--- src/rtl/core/tpd_pkg.sv ---
// Touch packet decoder package: widths, register reset values, register
// index codes and the shared configuration and frame structs.
// No dependencies.
`timescale 1ns / 1ps

package tpd_pkg;

    localparam int COORD_BITS    = 12;
    localparam int LOW_BITS      = 7;
    localparam int HIGH_BITS     = COORD_BITS - LOW_BITS;
    localparam int GAIN_BITS     = 16;
    localparam int BYTE_BITS     = 8;
    localparam int CFG_DATA_BITS = (GAIN_BITS > COORD_BITS) ? GAIN_BITS : COORD_BITS;
    localparam int CFG_IDX_BITS  = 3;

    localparam logic [BYTE_BITS-1:0] HDR_DOWN = 8'h81;
    localparam logic [BYTE_BITS-1:0] HDR_UP   = 8'h80;

    localparam logic [COORD_BITS-1:0] X_OFFSET_RST = COORD_BITS'(108);
    localparam logic [COORD_BITS-1:0] Y_OFFSET_RST = COORD_BITS'(260);
    localparam logic [GAIN_BITS-1:0]  X_GAIN_RST   = GAIN_BITS'(13378);
    localparam logic [GAIN_BITS-1:0]  Y_GAIN_RST   = GAIN_BITS'(8357);
    localparam logic [COORD_BITS-1:0] X_LIMIT_RST  = COORD_BITS'(800);
    localparam logic [COORD_BITS-1:0] Y_LIMIT_RST  = COORD_BITS'(480);

    typedef enum logic [CFG_IDX_BITS-1:0] {
        REG_X_OFFSET = 3'd0,
        REG_Y_OFFSET = 3'd1,
        REG_X_GAIN   = 3'd2,
        REG_Y_GAIN   = 3'd3,
        REG_X_LIMIT  = 3'd4,
        REG_Y_LIMIT  = 3'd5
    } cfg_index_t;

    typedef struct packed {
        logic [COORD_BITS-1:0] x_offset;
        logic [COORD_BITS-1:0] y_offset;
        logic [GAIN_BITS-1:0]  x_gain;
        logic [GAIN_BITS-1:0]  y_gain;
        logic [COORD_BITS-1:0] x_limit;
        logic [COORD_BITS-1:0] y_limit;
    } cfg_t;

    typedef struct packed {
        logic                  pen;
        logic [COORD_BITS-1:0] x_raw;
        logic [COORD_BITS-1:0] y_raw;
    } frame_t;

endpackage

--- src/rtl/core/tpd_cfg_regs.sv ---
// Calibration register file of the touch packet decoder.
// Depends on tpd_pkg.
`timescale 1ns / 1ps

module tpd_cfg_regs (
    input  logic                               clk,
    input  logic                               rst_n,
    input  logic                               cfg_we,
    input  logic [tpd_pkg::CFG_IDX_BITS-1:0]   cfg_index,
    input  logic [tpd_pkg::CFG_DATA_BITS-1:0]  cfg_data,
    output tpd_pkg::cfg_t                      cfg
);
    import tpd_pkg::*;

    cfg_t cfg_reg;
    cfg_t cfg_next;

    always_comb
    begin
        cfg_next = cfg_reg;
        if (cfg_we)
        begin
            unique case (cfg_index)
                REG_X_OFFSET: cfg_next.x_offset = cfg_data[COORD_BITS-1:0];
                REG_Y_OFFSET: cfg_next.y_offset = cfg_data[COORD_BITS-1:0];
                REG_X_GAIN:   cfg_next.x_gain   = cfg_data[GAIN_BITS-1:0];
                REG_Y_GAIN:   cfg_next.y_gain   = cfg_data[GAIN_BITS-1:0];
                REG_X_LIMIT:  cfg_next.x_limit  = cfg_data[COORD_BITS-1:0];
                REG_Y_LIMIT:  cfg_next.y_limit  = cfg_data[COORD_BITS-1:0];
                default:      cfg_next = cfg_reg;
            endcase
        end
    end

    always_ff @(posedge clk or negedge rst_n)
    begin
        if (!rst_n)
        begin
            cfg_reg.x_offset <= X_OFFSET_RST;
            cfg_reg.y_offset <= Y_OFFSET_RST;
            cfg_reg.x_gain   <= X_GAIN_RST;
            cfg_reg.y_gain   <= Y_GAIN_RST;
            cfg_reg.x_limit  <= X_LIMIT_RST;
            cfg_reg.y_limit  <= Y_LIMIT_RST;
        end
        else
        begin
            cfg_reg <= cfg_next;
        end
    end

    assign cfg = cfg_reg;

endmodule

--- src/rtl/core/tpd_framer.sv ---
// Byte framer: tracks the five-byte packet and holds the assembled raw
// coordinates until the scaler takes them. Depends on tpd_pkg.
`timescale 1ns / 1ps

module tpd_framer (
    input  logic                           clk,
    input  logic                           rst_n,
    input  logic                           accept,
    input  logic [tpd_pkg::BYTE_BITS-1:0]  rx_byte,
    input  logic                           advance,
    output logic                           frame_valid,
    output tpd_pkg::frame_t                frame
);
    import tpd_pkg::*;

    typedef enum logic [2:0] {
        WAIT_HDR,
        X_LOW,
        X_HIGH,
        Y_LOW,
        Y_HIGH
    } phase_t;

    phase_t                 phase_reg, phase_next;
    logic                   pen_reg, pen_next;
    logic [LOW_BITS-1:0]    x_low_reg, x_low_next;
    logic [HIGH_BITS-1:0]   x_high_reg, x_high_next;
    logic [LOW_BITS-1:0]    y_low_reg, y_low_next;
    logic                   frame_valid_reg, frame_valid_next;
    frame_t                 frame_reg, frame_next;
    logic [HIGH_BITS-1:0]   byte_high;

    assign byte_high = HIGH_BITS'(rx_byte[LOW_BITS-1:0]);

    always_comb
    begin
        phase_next       = phase_reg;
        pen_next         = pen_reg;
        x_low_next       = x_low_reg;
        x_high_next      = x_high_reg;
        y_low_next       = y_low_reg;
        frame_next       = frame_reg;
        frame_valid_next = frame_valid_reg && !advance;

        if (accept)
        begin
            if (rx_byte[BYTE_BITS-1])
            begin
                // any marked byte restarts framing; only headers open a frame
                if (rx_byte == HDR_DOWN || rx_byte == HDR_UP)
                begin
                    pen_next   = rx_byte[0];
                    phase_next = X_LOW;
                end
                else
                begin
                    phase_next = WAIT_HDR;
                end
            end
            else
            begin
                unique case (phase_reg)
                    X_LOW:
                    begin
                        x_low_next = rx_byte[LOW_BITS-1:0];
                        phase_next = X_HIGH;
                    end
                    X_HIGH:
                    begin
                        x_high_next = byte_high;
                        phase_next  = Y_LOW;
                    end
                    Y_LOW:
                    begin
                        y_low_next = rx_byte[LOW_BITS-1:0];
                        phase_next = Y_HIGH;
                    end
                    Y_HIGH:
                    begin
                        frame_next.pen   = pen_reg;
                        frame_next.x_raw = {x_high_reg, x_low_reg};
                        frame_next.y_raw = {byte_high, y_low_reg};
                        frame_valid_next = 1'b1;
                        phase_next       = WAIT_HDR;
                    end
                    default: phase_next = WAIT_HDR;
                endcase
            end
        end
    end

    always_ff @(posedge clk or negedge rst_n)
    begin
        if (!rst_n)
        begin
            phase_reg       <= WAIT_HDR;
            pen_reg         <= 1'b0;
            x_low_reg       <= '0;
            x_high_reg      <= '0;
            y_low_reg       <= '0;
            frame_valid_reg <= 1'b0;
            frame_reg       <= '0;
        end
        else
        begin
            phase_reg       <= phase_next;
            pen_reg         <= pen_next;
            x_low_reg       <= x_low_next;
            x_high_reg      <= x_high_next;
            y_low_reg       <= y_low_next;
            frame_valid_reg <= frame_valid_next;
            frame_reg       <= frame_next;
        end
    end

    assign frame_valid = frame_valid_reg;
    assign frame       = frame_reg;

endmodule

--- src/rtl/core/tpd_scaler.sv ---
// Calibration scaler and result register: offset, Q0.16 gain, clamp.
// Depends on tpd_pkg.
`timescale 1ns / 1ps

module tpd_scaler (
    input  logic                            clk,
    input  logic                            rst_n,
    input  tpd_pkg::cfg_t                   cfg,
    input  logic                            frame_valid,
    input  tpd_pkg::frame_t                 frame,
    output logic                            advance,
    output logic                            out_valid,
    input  logic                            out_stall,
    output logic                            pen_down,
    output logic [tpd_pkg::COORD_BITS-1:0]  x_pixel,
    output logic [tpd_pkg::COORD_BITS-1:0]  y_pixel
);
    import tpd_pkg::*;

    localparam int PROD_BITS = COORD_BITS + GAIN_BITS;

    function automatic logic [COORD_BITS-1:0] scale_axis(
        input logic [COORD_BITS-1:0] raw,
        input logic [COORD_BITS-1:0] offset,
        input logic [GAIN_BITS-1:0]  gain,
        input logic [COORD_BITS-1:0] limit
    );
        logic [COORD_BITS:0]   diff;
        logic [PROD_BITS-1:0]  prod;
        logic [COORD_BITS-1:0] scaled;
        diff   = {1'b0, raw} - {1'b0, offset};
        prod   = PROD_BITS'(diff[COORD_BITS-1:0]) * PROD_BITS'(gain);
        scaled = prod[PROD_BITS-1:GAIN_BITS];
        // raw below offset borrows out: clamp low
        if (diff[COORD_BITS])
            return '0;
        else if (scaled > limit)
            return limit;
        else
            return scaled;
    endfunction

    logic                  out_valid_reg, out_valid_next;
    logic                  pen_reg, pen_next;
    logic [COORD_BITS-1:0] x_reg, x_next;
    logic [COORD_BITS-1:0] y_reg, y_next;

    assign advance = !out_valid_reg || !out_stall;

    always_comb
    begin
        out_valid_next = out_valid_reg;
        pen_next       = pen_reg;
        x_next         = x_reg;
        y_next         = y_reg;
        if (advance)
        begin
            out_valid_next = frame_valid;
            if (frame_valid)
            begin
                pen_next = frame.pen;
                x_next   = scale_axis(frame.x_raw, cfg.x_offset, cfg.x_gain, cfg.x_limit);
                y_next   = scale_axis(frame.y_raw, cfg.y_offset, cfg.y_gain, cfg.y_limit);
            end
        end
    end

    always_ff @(posedge clk or negedge rst_n)
    begin
        if (!rst_n)
        begin
            out_valid_reg <= 1'b0;
        end
        else
        begin
            out_valid_reg <= out_valid_next;
        end
    end

    always_ff @(posedge clk)
    begin
        pen_reg <= pen_next;
        x_reg   <= x_next;
        y_reg   <= y_next;
    end

    assign out_valid = out_valid_reg;
    assign pen_down  = pen_reg;
    assign x_pixel   = x_reg;
    assign y_pixel   = y_reg;

endmodule

--- src/rtl/core/touch_packet_decoder_unit.sv ---
// Touch packet decoder top level: config registers, byte framer, scaler.
// Depends on tpd_pkg, tpd_cfg_regs, tpd_framer and tpd_scaler.
//
// Usage:
//   Input channel (in_valid / in_stall / rx_byte) takes one received byte
//   per request. A 0x81 or 0x80 header opens a packet; four data bytes
//   follow. Other bytes with bit 7 set drop the partial packet, and data
//   bytes outside a packet are dropped.
//   Output channel (out_valid / out_stall) carries pen_down, x_pixel and
//   y_pixel, one request per complete packet.
//   Throughput: one byte per cycle while in_stall is low. The fourth data
//   byte loads the framer register; the result register, behind the offset,
//   gain multiply and clamp, then takes the frame and presents the result.
//   Stalls: a finished frame waits in the framer register while the result
//   register is stalled. Bytes keep flowing in while the framer register is
//   empty; in_stall rises when a frame is waiting and the result register
//   cannot take it, and then holds every byte, headers included.
//   Reset: framing returns to waiting for a header, no result is pending, and
//   the calibration registers return to their defaults. Config: cfg_we writes
//   cfg_data to register cfg_index; users write only while idle (unchecked).
`timescale 1ns / 1ps

module touch_packet_decoder_unit (
    input  logic                               clk,
    input  logic                               rst_n,
    input  logic                               cfg_we,
    input  logic [tpd_pkg::CFG_IDX_BITS-1:0]   cfg_index,
    input  logic [tpd_pkg::CFG_DATA_BITS-1:0]  cfg_data,
    input  logic                               in_valid,
    output logic                               in_stall,
    input  logic [tpd_pkg::BYTE_BITS-1:0]      rx_byte,
    output logic                               out_valid,
    input  logic                               out_stall,
    output logic                               pen_down,
    output logic [tpd_pkg::COORD_BITS-1:0]     x_pixel,
    output logic [tpd_pkg::COORD_BITS-1:0]     y_pixel
);
    import tpd_pkg::*;

    cfg_t   cfg;
    frame_t frame;
    logic   frame_valid;
    logic   advance;
    logic   accept;

    // hold input only when a finished frame cannot move on
    assign in_stall = frame_valid && !advance;
    assign accept   = in_valid && !in_stall;

    tpd_cfg_regs u_cfg (
        .clk       (clk),
        .rst_n     (rst_n),
        .cfg_we    (cfg_we),
        .cfg_index (cfg_index),
        .cfg_data  (cfg_data),
        .cfg       (cfg)
    );

    tpd_framer u_framer (
        .clk         (clk),
        .rst_n       (rst_n),
        .accept      (accept),
        .rx_byte     (rx_byte),
        .advance     (advance),
        .frame_valid (frame_valid),
        .frame       (frame)
    );

    tpd_scaler u_scaler (
        .clk         (clk),
        .rst_n       (rst_n),
        .cfg         (cfg),
        .frame_valid (frame_valid),
        .frame       (frame),
        .advance     (advance),
        .out_valid   (out_valid),
        .out_stall   (out_stall),
        .pen_down    (pen_down),
        .x_pixel     (x_pixel),
        .y_pixel     (y_pixel)
    );

    a_stall_needs_frame: assert property (@(posedge clk) disable iff (!rst_n)
        in_stall |-> frame_valid)
        else $error("input stalled with no frame waiting");

    a_frame_moves_out: assert property (@(posedge clk) disable iff (!rst_n)
        (frame_valid && advance) |=> out_valid)
        else $error("frame advanced but no result presented");

    a_marked_byte_no_frame: assert property (@(posedge clk) disable iff (!rst_n)
        (accept && rx_byte[BYTE_BITS-1]) |=> !frame_valid)
        else $error("marked byte produced a frame");

endmodule
--- config.mk ---
export PLATFORM = sky130hd
export DESIGN_NAME = touch_packet_decoder_unit
export DESIGN_NICKNAME = d
export VERILOG_FILES = /design/src/rtl/core/tpd_pkg.sv /design/src/rtl/core/tpd_cfg_regs.sv /design/src/rtl/core/tpd_framer.sv /design/src/rtl/core/tpd_scaler.sv /design/src/rtl/core/touch_packet_decoder_unit.sv
export SDC_FILE = /design/constraint.sdc
export NUM_CORES = 1
export LEC_CHECK = 0
export BUFFER_PORTS_ARGS = -buffer_cell sky130_fd_sc_hd__buf_2
export CAP_MARGIN = 20
export CORE_MARGIN = 5
export CORE_UTILIZATION = 50
export CTS_BUF_LIST = sky130_fd_sc_hd__clkbuf_2
export DETAILED_ROUTE_END_ITERATION = 12
export GPL_ROUTABILITY_DRIVEN = 1
export PLACE_DENSITY = 0.66
export SLEW_MARGIN = 40
export SYNTH_ARGS = -nofsm -noshare
export SYNTH_HDL_FRONTEND = slang
export SYNTH_SLANG_ARGS = --single-unit
--- constraint.sdc ---
create_clock -name clk -period 21.4 [get_ports clk]
set_clock_uncertainty 0.05 [all_clocks]
set_input_delay 2.14 -clock clk [delete_from_list [all_inputs] [get_ports clk]]
set_output_delay 2.14 -clock clk [all_outputs]
set_load 0.01 [all_outputs]
==> out/qor.yml, run 1 <==
status: "completed"
firstDrtPassIters: 5
drc: 0
drv_cap: 0
die_h_microns: 208
fmax_mhz: 104
critPathMaxStageDelay_ns: 0.70
fin_crit_sh_pct: 44.9
end_kind: "flip-flop"
syn_inst: 2042
ys.warnings.count: 0
rows: 72
worstSkewPairLatency_ns: 0.71
htree_levels: 4
synth_area_sq_um: 19600
core_sq_um: 38700
crit_path_top_delay_cell: "nor4b_1"
first_iter_violations: 681
required_ns: 21.81
dpl.hpwl_mm: 34.7
hold_violations: 0
cts.sinks: 155
synth.distinct_cells: 70
holdBufCountCts: 0
ys_ff_latch: 155
grt_max_degree: 70
clockBufferDepth: 2
rsz0062_at_grt: "no"
port_buffers: 58
avgSynthCellArea_sq_um: 9.59
grt_usage_pct: 21.2
post_drt_wl_per_cell_microns: 16.9
worst_pin_slew_ns: 0.799
antenna_found_initial: 2
nFillCells: 3527
gr-total-overflow: 0
period_minus_slack_ns: 9.61
crit_path_start_kind: "flip-flop"
clk_pin_slew_ns: 0.23
crit_arrival_ns: 10.02
final_cell_mix: "inv_1 (411), nand2_1 (289), fa_1 (280)"
largest_reg_flops: 80
synth-edff-count: 25
fp.dieW_microns: 208
cts_buffers: 17
drive_gt1_share_pct: 13.6
drv_slew: 0
hold-path-endpoint: "u_scaler.pen_down"
gp_congestion: 0.833
multi_input_area_sq_um: 13800
register_area_sq_um: 4030
via_per_inst: 5.24
ys.flop_type: "dfrtp_1"
start_util_pct: 50.5
r2r-start: "u_cfg.cfg[58]"
worstHoldPathCells: 0
wl_mm: 43.9
post-cts-setup-buffer-count: 0
ant_nets: 0
area_growth_pct: 6.29
syn-num-nets: 2526
routed-via-count: 13600
min_path_type: "flip-flop to flip-flop"
rrSetupSlack_ns: 11.79
tns_ns: 0
fp.dieArea_sq_um: 43200
hold_start: "u_framer.frame[24]"
grt_first_pass_wirelength_mm: 75.1
reg2reg_depth: 36
relSlewSlack_pct: 46.0
cts_resized: 0
final_nets: 2544
grt_pass1_vias: 14600
final_common_cell: "inv_1"
setup_viol: 0
cts_tree: "yes"
io_pins: 59
cts_root_buffer: "clkbuf_2"
worstSetupPathType: "flip-flop to flip-flop"
whs_ns: 0.437
r2r-end: "u_scaler.y_pixel[0]"
critPathMaxFanout: 16
seq_area_frac_synth_pct: 20.6
async_reset_ff_share_pct: 83.9
cell type report:
type,count,area share [%]
clock inverters,15,1.05
well taps,518,3.11
multi-input cells,1393,66.3
repair buffers,81,2.29
diodes,1,0.0120
inverters,412,7.43
clock buffers,17,0.409
flip-flops and latches,155,19.4
how the worst max path moves through the flow:
stage / endpoint / from
2_1_floorplan: u_scaler.y_pixel[6] / u_cfg.cfg[56]
4_1_cts: u_scaler.x_pixel[5] / u_cfg.cfg[70]
3_5_place_dp: u_scaler.x_pixel[5] / u_cfg.cfg[70]
6_report: u_scaler.y_pixel[0] / u_cfg.cfg[58]
5_1_grt: u_scaler.y_pixel[0] / u_cfg.cfg[58]
3_3_place_gp: u_scaler.y_pixel[0] / u_cfg.cfg[58]
Yosys cell counts (all sizes together), types with 12 or more instances:
library cell,number,area (sq um)
inv,411,1540
nand2,289,1080
fa,280,5610
ha,172,2150
dfrtp,107,2680
mux2,105,1180
nand2b,81,514
and2,74,463
clkbuf,71,267
o21ai,64,328
nor2,51,194
a21oi,37,204
mux2i,34,340
xnor2,29,284
edfxtp,25,751
and3,24,150
dfstp,23,604
nand3,22,115
a21o,17,129
nor3,13,65.1
nor2b,12,75.1
logic make-up after synthesis:
| family | after synthesis | share of synthesized area (%) |
|---|---|---|
| simple gates | 605 | 15.1 |
| flops | 155 | 20.6 |
| compound gates | 161 | 5.55 |
| fa+ha+maj | 452 | 39.6 |
| mux | 139 | 7.78 |
| xor+xnor | 36 | 1.76 |
| buf+inv | 494 | 9.60 |
per-stage QoR:
step	worst slack (ns)	instance area, sq um	instances	util [%]
after detailed placement	11.76	20500	2556	52.8
after CTS	11.73	20800	2588	53.6
after global routing	11.14	20800	2592	53.7
after global placement	11.91	20400	2556	52.6
after floorplan	13.02	19600	2042	-
final	11.79	20800	2592	53.7
worst max-delay path, delay by kind of cell, from the launching register on:
family | cells | cell delay [ns]
simple gates | 6 | 1.62
xor+xnor | 1 | 0.19
mux | 1 | 0.24
fa+ha+maj | 8 | 3.16
buf+inv | 6 | 0.48
compound gates | 14 | 3.05
flops | 1 | 0.56
routing by layer:
layer | up-vias | GRT usage [%] | share of wire [%]
met2 | 237 | 35.4 | 49
met4 | 0 | 4.60 | 1.8
met1 | 6941 | 30.3 | 47
met3 | 43 | 2.02 | 2.8
li1 | 6374 | - | -
met5 | - | 0 | 0
Power of run 1 is left out: the tool's default activity adds up to more than one toggle a clock period on the data nets, which glitch-free logic cannot reach.
==> inputs of run 2 (changes only) <==
Clock period 21.4 ns to 9.8 ns, I/O delays scaled along.
==> out/qor.yml, run 2 (synthesized netlist as in run 1, its figures left out) <==
status: "completed"
register_area_sq_um: 4030  # unchanged
multi_input_area_sq_um: 13800  # -0.21%
drive_gt1_share_pct: 14.0  # +0.46 points
cts_tree: "yes"
via_per_inst: 5.34  # +1.8%
post-route-cell-area_sq_um: 20800  # -0.10%
setup_ws_ns: 0.480  # -11.32 ns
r2r-start: "u_cfg.cfg[70]"
post_drt_wl_per_cell_microns: 17.0  # +0.13%
htree_levels: 4  # unchanged
die_h_microns: 208  # unchanged
hold_violations: 0  # unchanged
drv_cap: 0  # unchanged
clk_pin_slew_ns: 0.26  # +0.03 ns
dpl.hpwl_mm: 34.5  # -0.73%
first_iter_violations: 763  # +12%
setup_viol: 0  # unchanged
stdcell_count: 2603  # +0.42%
drv_slew: 0  # unchanged
final_cell_mix: "inv_1 (411), nand2_1 (289), fa_1 (280)"
ant_nets: 0  # unchanged
placed_cell_area_sq_um: 20500  # about the same
core_sq_um: 38700  # unchanged
final_nets: 2555  # +0.43%
fin_crit_sh_pct: 95.1  # +50 points
rows: 72  # unchanged
largest_reg_flops: 80  # unchanged
final_common_cell: "inv_1"
dpl.cell_count: 2566  # +0.39%
nFillCells: 3568  # +1.2%
worstSetupPathType: "flip-flop to flip-flop"
cts.sinks: 155  # unchanged
area_growth_pct: 6.18
required_ns: 10.38  # -11.43 ns
routed-via-count: 13900  # +2.3%
worst_pin_slew_ns: 0.859  # +0.0597 ns
reg2reg_depth: 39  # +8.3%
grt_max_degree: 74  # +5.7%
fp.dieW_microns: 208  # unchanged
rrSetupSlack_ns: 0.48  # -11.32 ns
antenna_found_initial: 3  # +1
relSlewSlack_pct: 42.5  # -3.5 points
period_minus_slack_ns: 9.32  # -0.285 ns
port_buffers: 58  # unchanged
firstDrtPassIters: 5  # unchanged
fp.dieArea_sq_um: 43200  # unchanged
gr-total-overflow: 0  # unchanged
crit_path_start_kind: "flip-flop"
crit_path_top_delay_cell: "dfstp_2"
gp_congestion: 0.846  # +1.7%
critPathMaxStageDelay_ns: 0.58  # -0.12 ns
cts_buffers: 17  # unchanged
min_path_type: "input port to asynchronous set/reset pin"
whs_ns: 0.129  # -0.308 ns
drc: 0  # unchanged
r2r-end: "u_scaler.x_pixel[5]"
crit_arrival_ns: 9.90  # -0.12 ns
io_pins: 59  # unchanged
fmax_mhz: 107  # +3.1%
start_util_pct: 50.5  # unchanged
wl_mm: 44.1  # +0.56%
clockBufferDepth: 2  # unchanged
end_kind: "flip-flop"
grt_pass1_vias: 14500  # -1.0%
pre_cts_slack_ns: 0.487  # -11.28 ns
grt_usage_pct: 21.0  # -0.20 points
critPathMaxFanout: 10  # -6
worstSkewPairLatency_ns: 0.76  # +0.05 ns
cts_root_buffer: "clkbuf_2"
grt_first_pass_wirelength_mm: 74.0  # -1.5%
[run 2: changes by cell type in the layout (fill, tap and decap cells not counted), moves of 2 or more]
cell,previous run,this run
xnor2_4,3,0
clkinvlp_4,2,4
bufinv_16,5,1
buf_4,21,31
inv_8,0,2
xnor2_1,20,24
o21ai_0,52,50
o21ai_1,8,10
[run 2: what timing repair did]
action	4_1_cts	5_1_grt
hold buffers	0	0
gates resized for setup	0	12
endpoints found under the setup margin	0	24
buffers inserted	0	2
[run 2: stage by stage]
step	setup TNS [ns]	utilization [%]
2_1_floorplan	0	-
3_5_place_dp	0	52.8
3_3_place_gp	0	52.8
6_report	0	53.7
5_1_grt	-0.0153	53.7
4_1_cts	0	53.4
[run 2: critical path, delay by kind of cell, from the launching register on]
family	cells	cell delay, ns
compound gates	21	3.75
fa+ha+maj	8	3.26
simple gates	3	0.68
flops	1	0.58
buf+inv	5	0.38
mux	1	0.36
xor+xnor	1	0.14
[run 2: worst max-delay path by stage]
stage                   from                    to  slack [ns]  cells past startpoint
3_3_place_gp   u_cfg.cfg[69]   u_scaler.x_pixel[4]        0.62                     39
2_1_floorplan  u_cfg.cfg[56]   u_scaler.y_pixel[6]        1.42                     36
6_report       u_cfg.cfg[70]   u_scaler.x_pixel[5]        0.48                     39
4_1_cts        u_cfg.cfg[58]  u_scaler.y_pixel[11]        0.37                     36
5_1_grt        u_cfg.cfg[70]   u_scaler.x_pixel[5]       -0.02                     39
3_5_place_dp   u_cfg.cfg[58]  u_scaler.y_pixel[11]        0.49                     36
[run 2: metal layers]
layer	vias to the layer above	wire length (microns)	track usage [%]
li1	6411	-	-
met1	7108	19600	29.5
met2	335	21600	35.4
met3	48	2260	2.61
met4	0	701	4.26
met5	-	0	0
[run 2: cell type report]
class                           count  share of cell area (%)
Inverter                          412                    7.44
Clock buffer                       17                   0.409
Antenna cell                        1                  0.0120
Tap cell                          518                    3.12
Sequential cell                   155                    19.4
Clock inverter                     15                   0.662
Timing Repair Buffer               92                    2.72
Multi-Input combinational cell   1393                    66.2
Power of run 2 is left out for the same reason.
==> inputs of run 3 (changes only) <==
Settings changed: ABC_AREA set to 1.
==> out/qor.yml, run 3 <==
status: "completed"
avgSynthCellArea_sq_um: 7.95  # -17%
die_h_microns: 212  # +1.7%
gr-total-overflow: 0  # unchanged
grt_first_pass_wirelength_mm: 88.2  # +19%
rsz0062_at_grt: "no"
nFillCells: 3810  # +6.8%
syn_inst: 2555  # +25%
hold-path-endpoint: "u_framer.x_low_reg[2]"
drive_gt1_share_pct: 7.92  # -6.1 points
synth_area_sq_um: 20300  # +3.7%
post_drt_wl_per_cell_microns: 17.2  # +1.5%
synth.area.top_cells: "fa_1 (28%), dfrtp_1 (13%), nand2_1 (11%)"
final_cell_mix: "nand2_1 (620), inv_1 (583), fa_1 (280)"
cts.sinks: 155  # unchanged
grt_pass1_vias: 17300  # +19%
required_ns: 10.41  # +0.03 ns
setup_viol: 0  # unchanged
hold_start: "rx_byte[2]"
drc: 0  # unchanged
routed-via-count: 16300  # +17%
wl_mm: 53.4  # +21%
hold_violations: 0  # unchanged
syn-num-nets: 3039  # +20%
critPathMaxStageDelay_ns: 0.48  # -0.10 ns
busiest_layer: "met2"
drv_cap: 0  # unchanged
io_pins: 59  # unchanged
firstDrtPassIters: 5  # unchanged
worst_path_most_repeated_cell: "nand2_1"
tns_ns: 0  # unchanged
rrSetupSlack_ns: 1.34  # +0.86 ns
stdcell_count: 3103  # +19%
fp.dieW_microns: 212  # +1.7%
yosysTopAreaCellShare_pct: 27.6  # -1.0 points
whs_ns: 0.323  # +0.195 ns
fin_crit_sh_pct: 86.3  # -8.8 points
fp.dieArea_sq_um: 44700  # +3.5%
crit_path_top_delay_cell: "fa_1"
dpl.hpwl_mm: 43.6  # +26%
area_growth_pct: 5.27
setup_ws_ns: 1.34  # +0.862 ns
crit_arrival_ns: 9.07  # -0.83 ns
cts_resized: 0  # unchanged
grt_usage_pct: 24.7  # +3.7 points
gp_congestion: 0.931  # +10%
r2r-end: "u_scaler.y_pixel[5]"
synth-edff-count: 25  # unchanged
grt_max_degree: 70  # -5.4%
async_reset_ff_share_pct: 83.9  # unchanged
end_kind: "flip-flop"
drv_slew: 0  # unchanged
critPathMaxFanout: 13  # +3
final_common_cell: "nand2_1"
start_util_pct: 50.9  # +0.32 points
port_buffers: 58  # unchanged
synth.distinct_cells: 52  # -26%
reg2reg_depth: 37  # -5.1%
cts_tree: "yes"
clk_pin_slew_ns: 0.25  # about the same
core_sq_um: 39900  # +3.0%
dpl.cell_count: 3067  # +20%
period_minus_slack_ns: 8.46  # -0.862 ns
ys.flop_type: "dfrtp_1"
antenna_found_initial: 2  # -1
ys_ff_latch: 155  # unchanged
synth_top_area_cell: "fa_1"
r2r-start: "u_cfg.cfg[56]"
via_per_inst: 5.25  # -1.8%
worstSetupPathType: "flip-flop to flip-flop"
largest_reg_flops: 80  # unchanged
worstHoldPathCells: 3
grt_use_met2_pct: 42.9  # +7.6 points
ant_nets: 0  # unchanged
use_met3_pct: 3.26  # +0.65 points
min_path_type: "input port to flip-flop"
cts_root_buffer: "clkbuf_2"
worstSkewPairLatency_ns: 0.84  # +0.08 ns
post-cts-setup-buffer-count: 0  # unchanged
clockBufferDepth: 2  # unchanged
first_iter_violations: 1066  # +40%
crit_path_start_kind: "flip-flop"
worst_pin_slew_ns: 0.763  # -0.0952 ns
synth_commonest_cells: "nand2_1 (620), inv_1 (583), fa_1 (280), ha_1 (172), nor2_1 (166)"
ys.warnings.count: 0  # unchanged
rows: 73  # +1.4%
fmax_mhz: 118  # +10%
final_nets: 3047  # +19%
relSlewSlack_pct: 48.9  # +6.4 points
yosysMostFrequentCell: "nand2_1"
seq_area_frac_synth_pct: 19.9  # -0.73 points
cts_buffers: 17  # unchanged
htree_levels: 4  # unchanged
grtUsageMet1_pct: 31.2  # +1.7 points
pre_cts_slack_ns: 1.41  # +0.921 ns
[run 3: cell count changes after synthesis, sizes merged, moves of 24 or more]
cell and change:
nand2 +339, inv +189, nor2 +139, mux2 -93, nand2b -81, a21oi +68
o21ai +67, nand3 +63, and2 -58, mux2i -34, and3 -24
[run 3: cell type report]
type / instances / area, sq um / share of cell area, %
diodes: 2 / 5.00 / 0.0234
flip-flops and latches: 155 / 4030 / 18.9
inverters: 600 / 2250 / 10.5
well taps: 525 / 657 / 3.07
clock buffers: 17 / 85.1 / 0.398
multi-input cells: 1725 / 13800 / 64.4
clock inverters: 15 / 204 / 0.954
repair buffers: 64 / 363 / 1.70
[run 3: layer usage]
layer	wire [microns]	vias up
met5	0	-
li1	-	7694
met4	2370	0
met1	22400	7984
met3	2430	130
met2	26200	469
[run 3: worst max-delay path, delay by kind of cell, from the launching register on]
family / cells / cell delay [ns]
AO/OA/AOI/OAI: 3 / 0.43
flip-flops: 1 / 0.44
buffers and inverters: 6 / 0.70
adder cells (fa/ha/maj): 9 / 3.57
AND/OR/NAND/NOR: 19 / 3.15
[run 3: repair_timing]
item                                    in CTS  in global routing
hold buffers                                 1                  0
endpoints found under the setup margin       0                  0
hold endpoints to repair                     8                  0
[run 3: worst max path at each step]
stage,cells past startpoint,slack (ns),startpoint,end
final,37,1.34,u_cfg.cfg[56],u_scaler.y_pixel[5]
after global routing,37,0.69,u_cfg.cfg[70],u_scaler.x_pixel[9]
after CTS,37,1.37,u_cfg.cfg[56],u_scaler.y_pixel[5]
after detailed placement,39,1.41,u_cfg.cfg[58],u_scaler.y_pixel[5]
after global placement,35,1.58,u_cfg.cfg[71],u_scaler.x_pixel[9]
after floorplan,39,2.67,u_cfg.cfg[68],u_scaler.x_pixel[10]
[run 3: cells by family after synthesis]
logic type               share of synthesized area, %
buffers and inverters                            12.8
AO/OA/AOI/OAI                                    7.33
flip-flops                                       19.9
adder cells (fa/ha/maj)                          38.2
multiplexers                                    0.666
AND/OR/NAND/NOR                                  20.2
XOR/XNOR                                         1.02
[run 3: per-stage QoR]
step | instance area (sq um) | util, %
6_report | 21400 | 53.6
5_1_grt | 21400 | 53.6
4_1_cts | 21300 | 53.5
3_5_place_dp | 21000 | 52.7
3_3_place_gp | 21000 | 52.5
2_1_floorplan | 20300 | -
Power of run 3 is left out for the same reason.
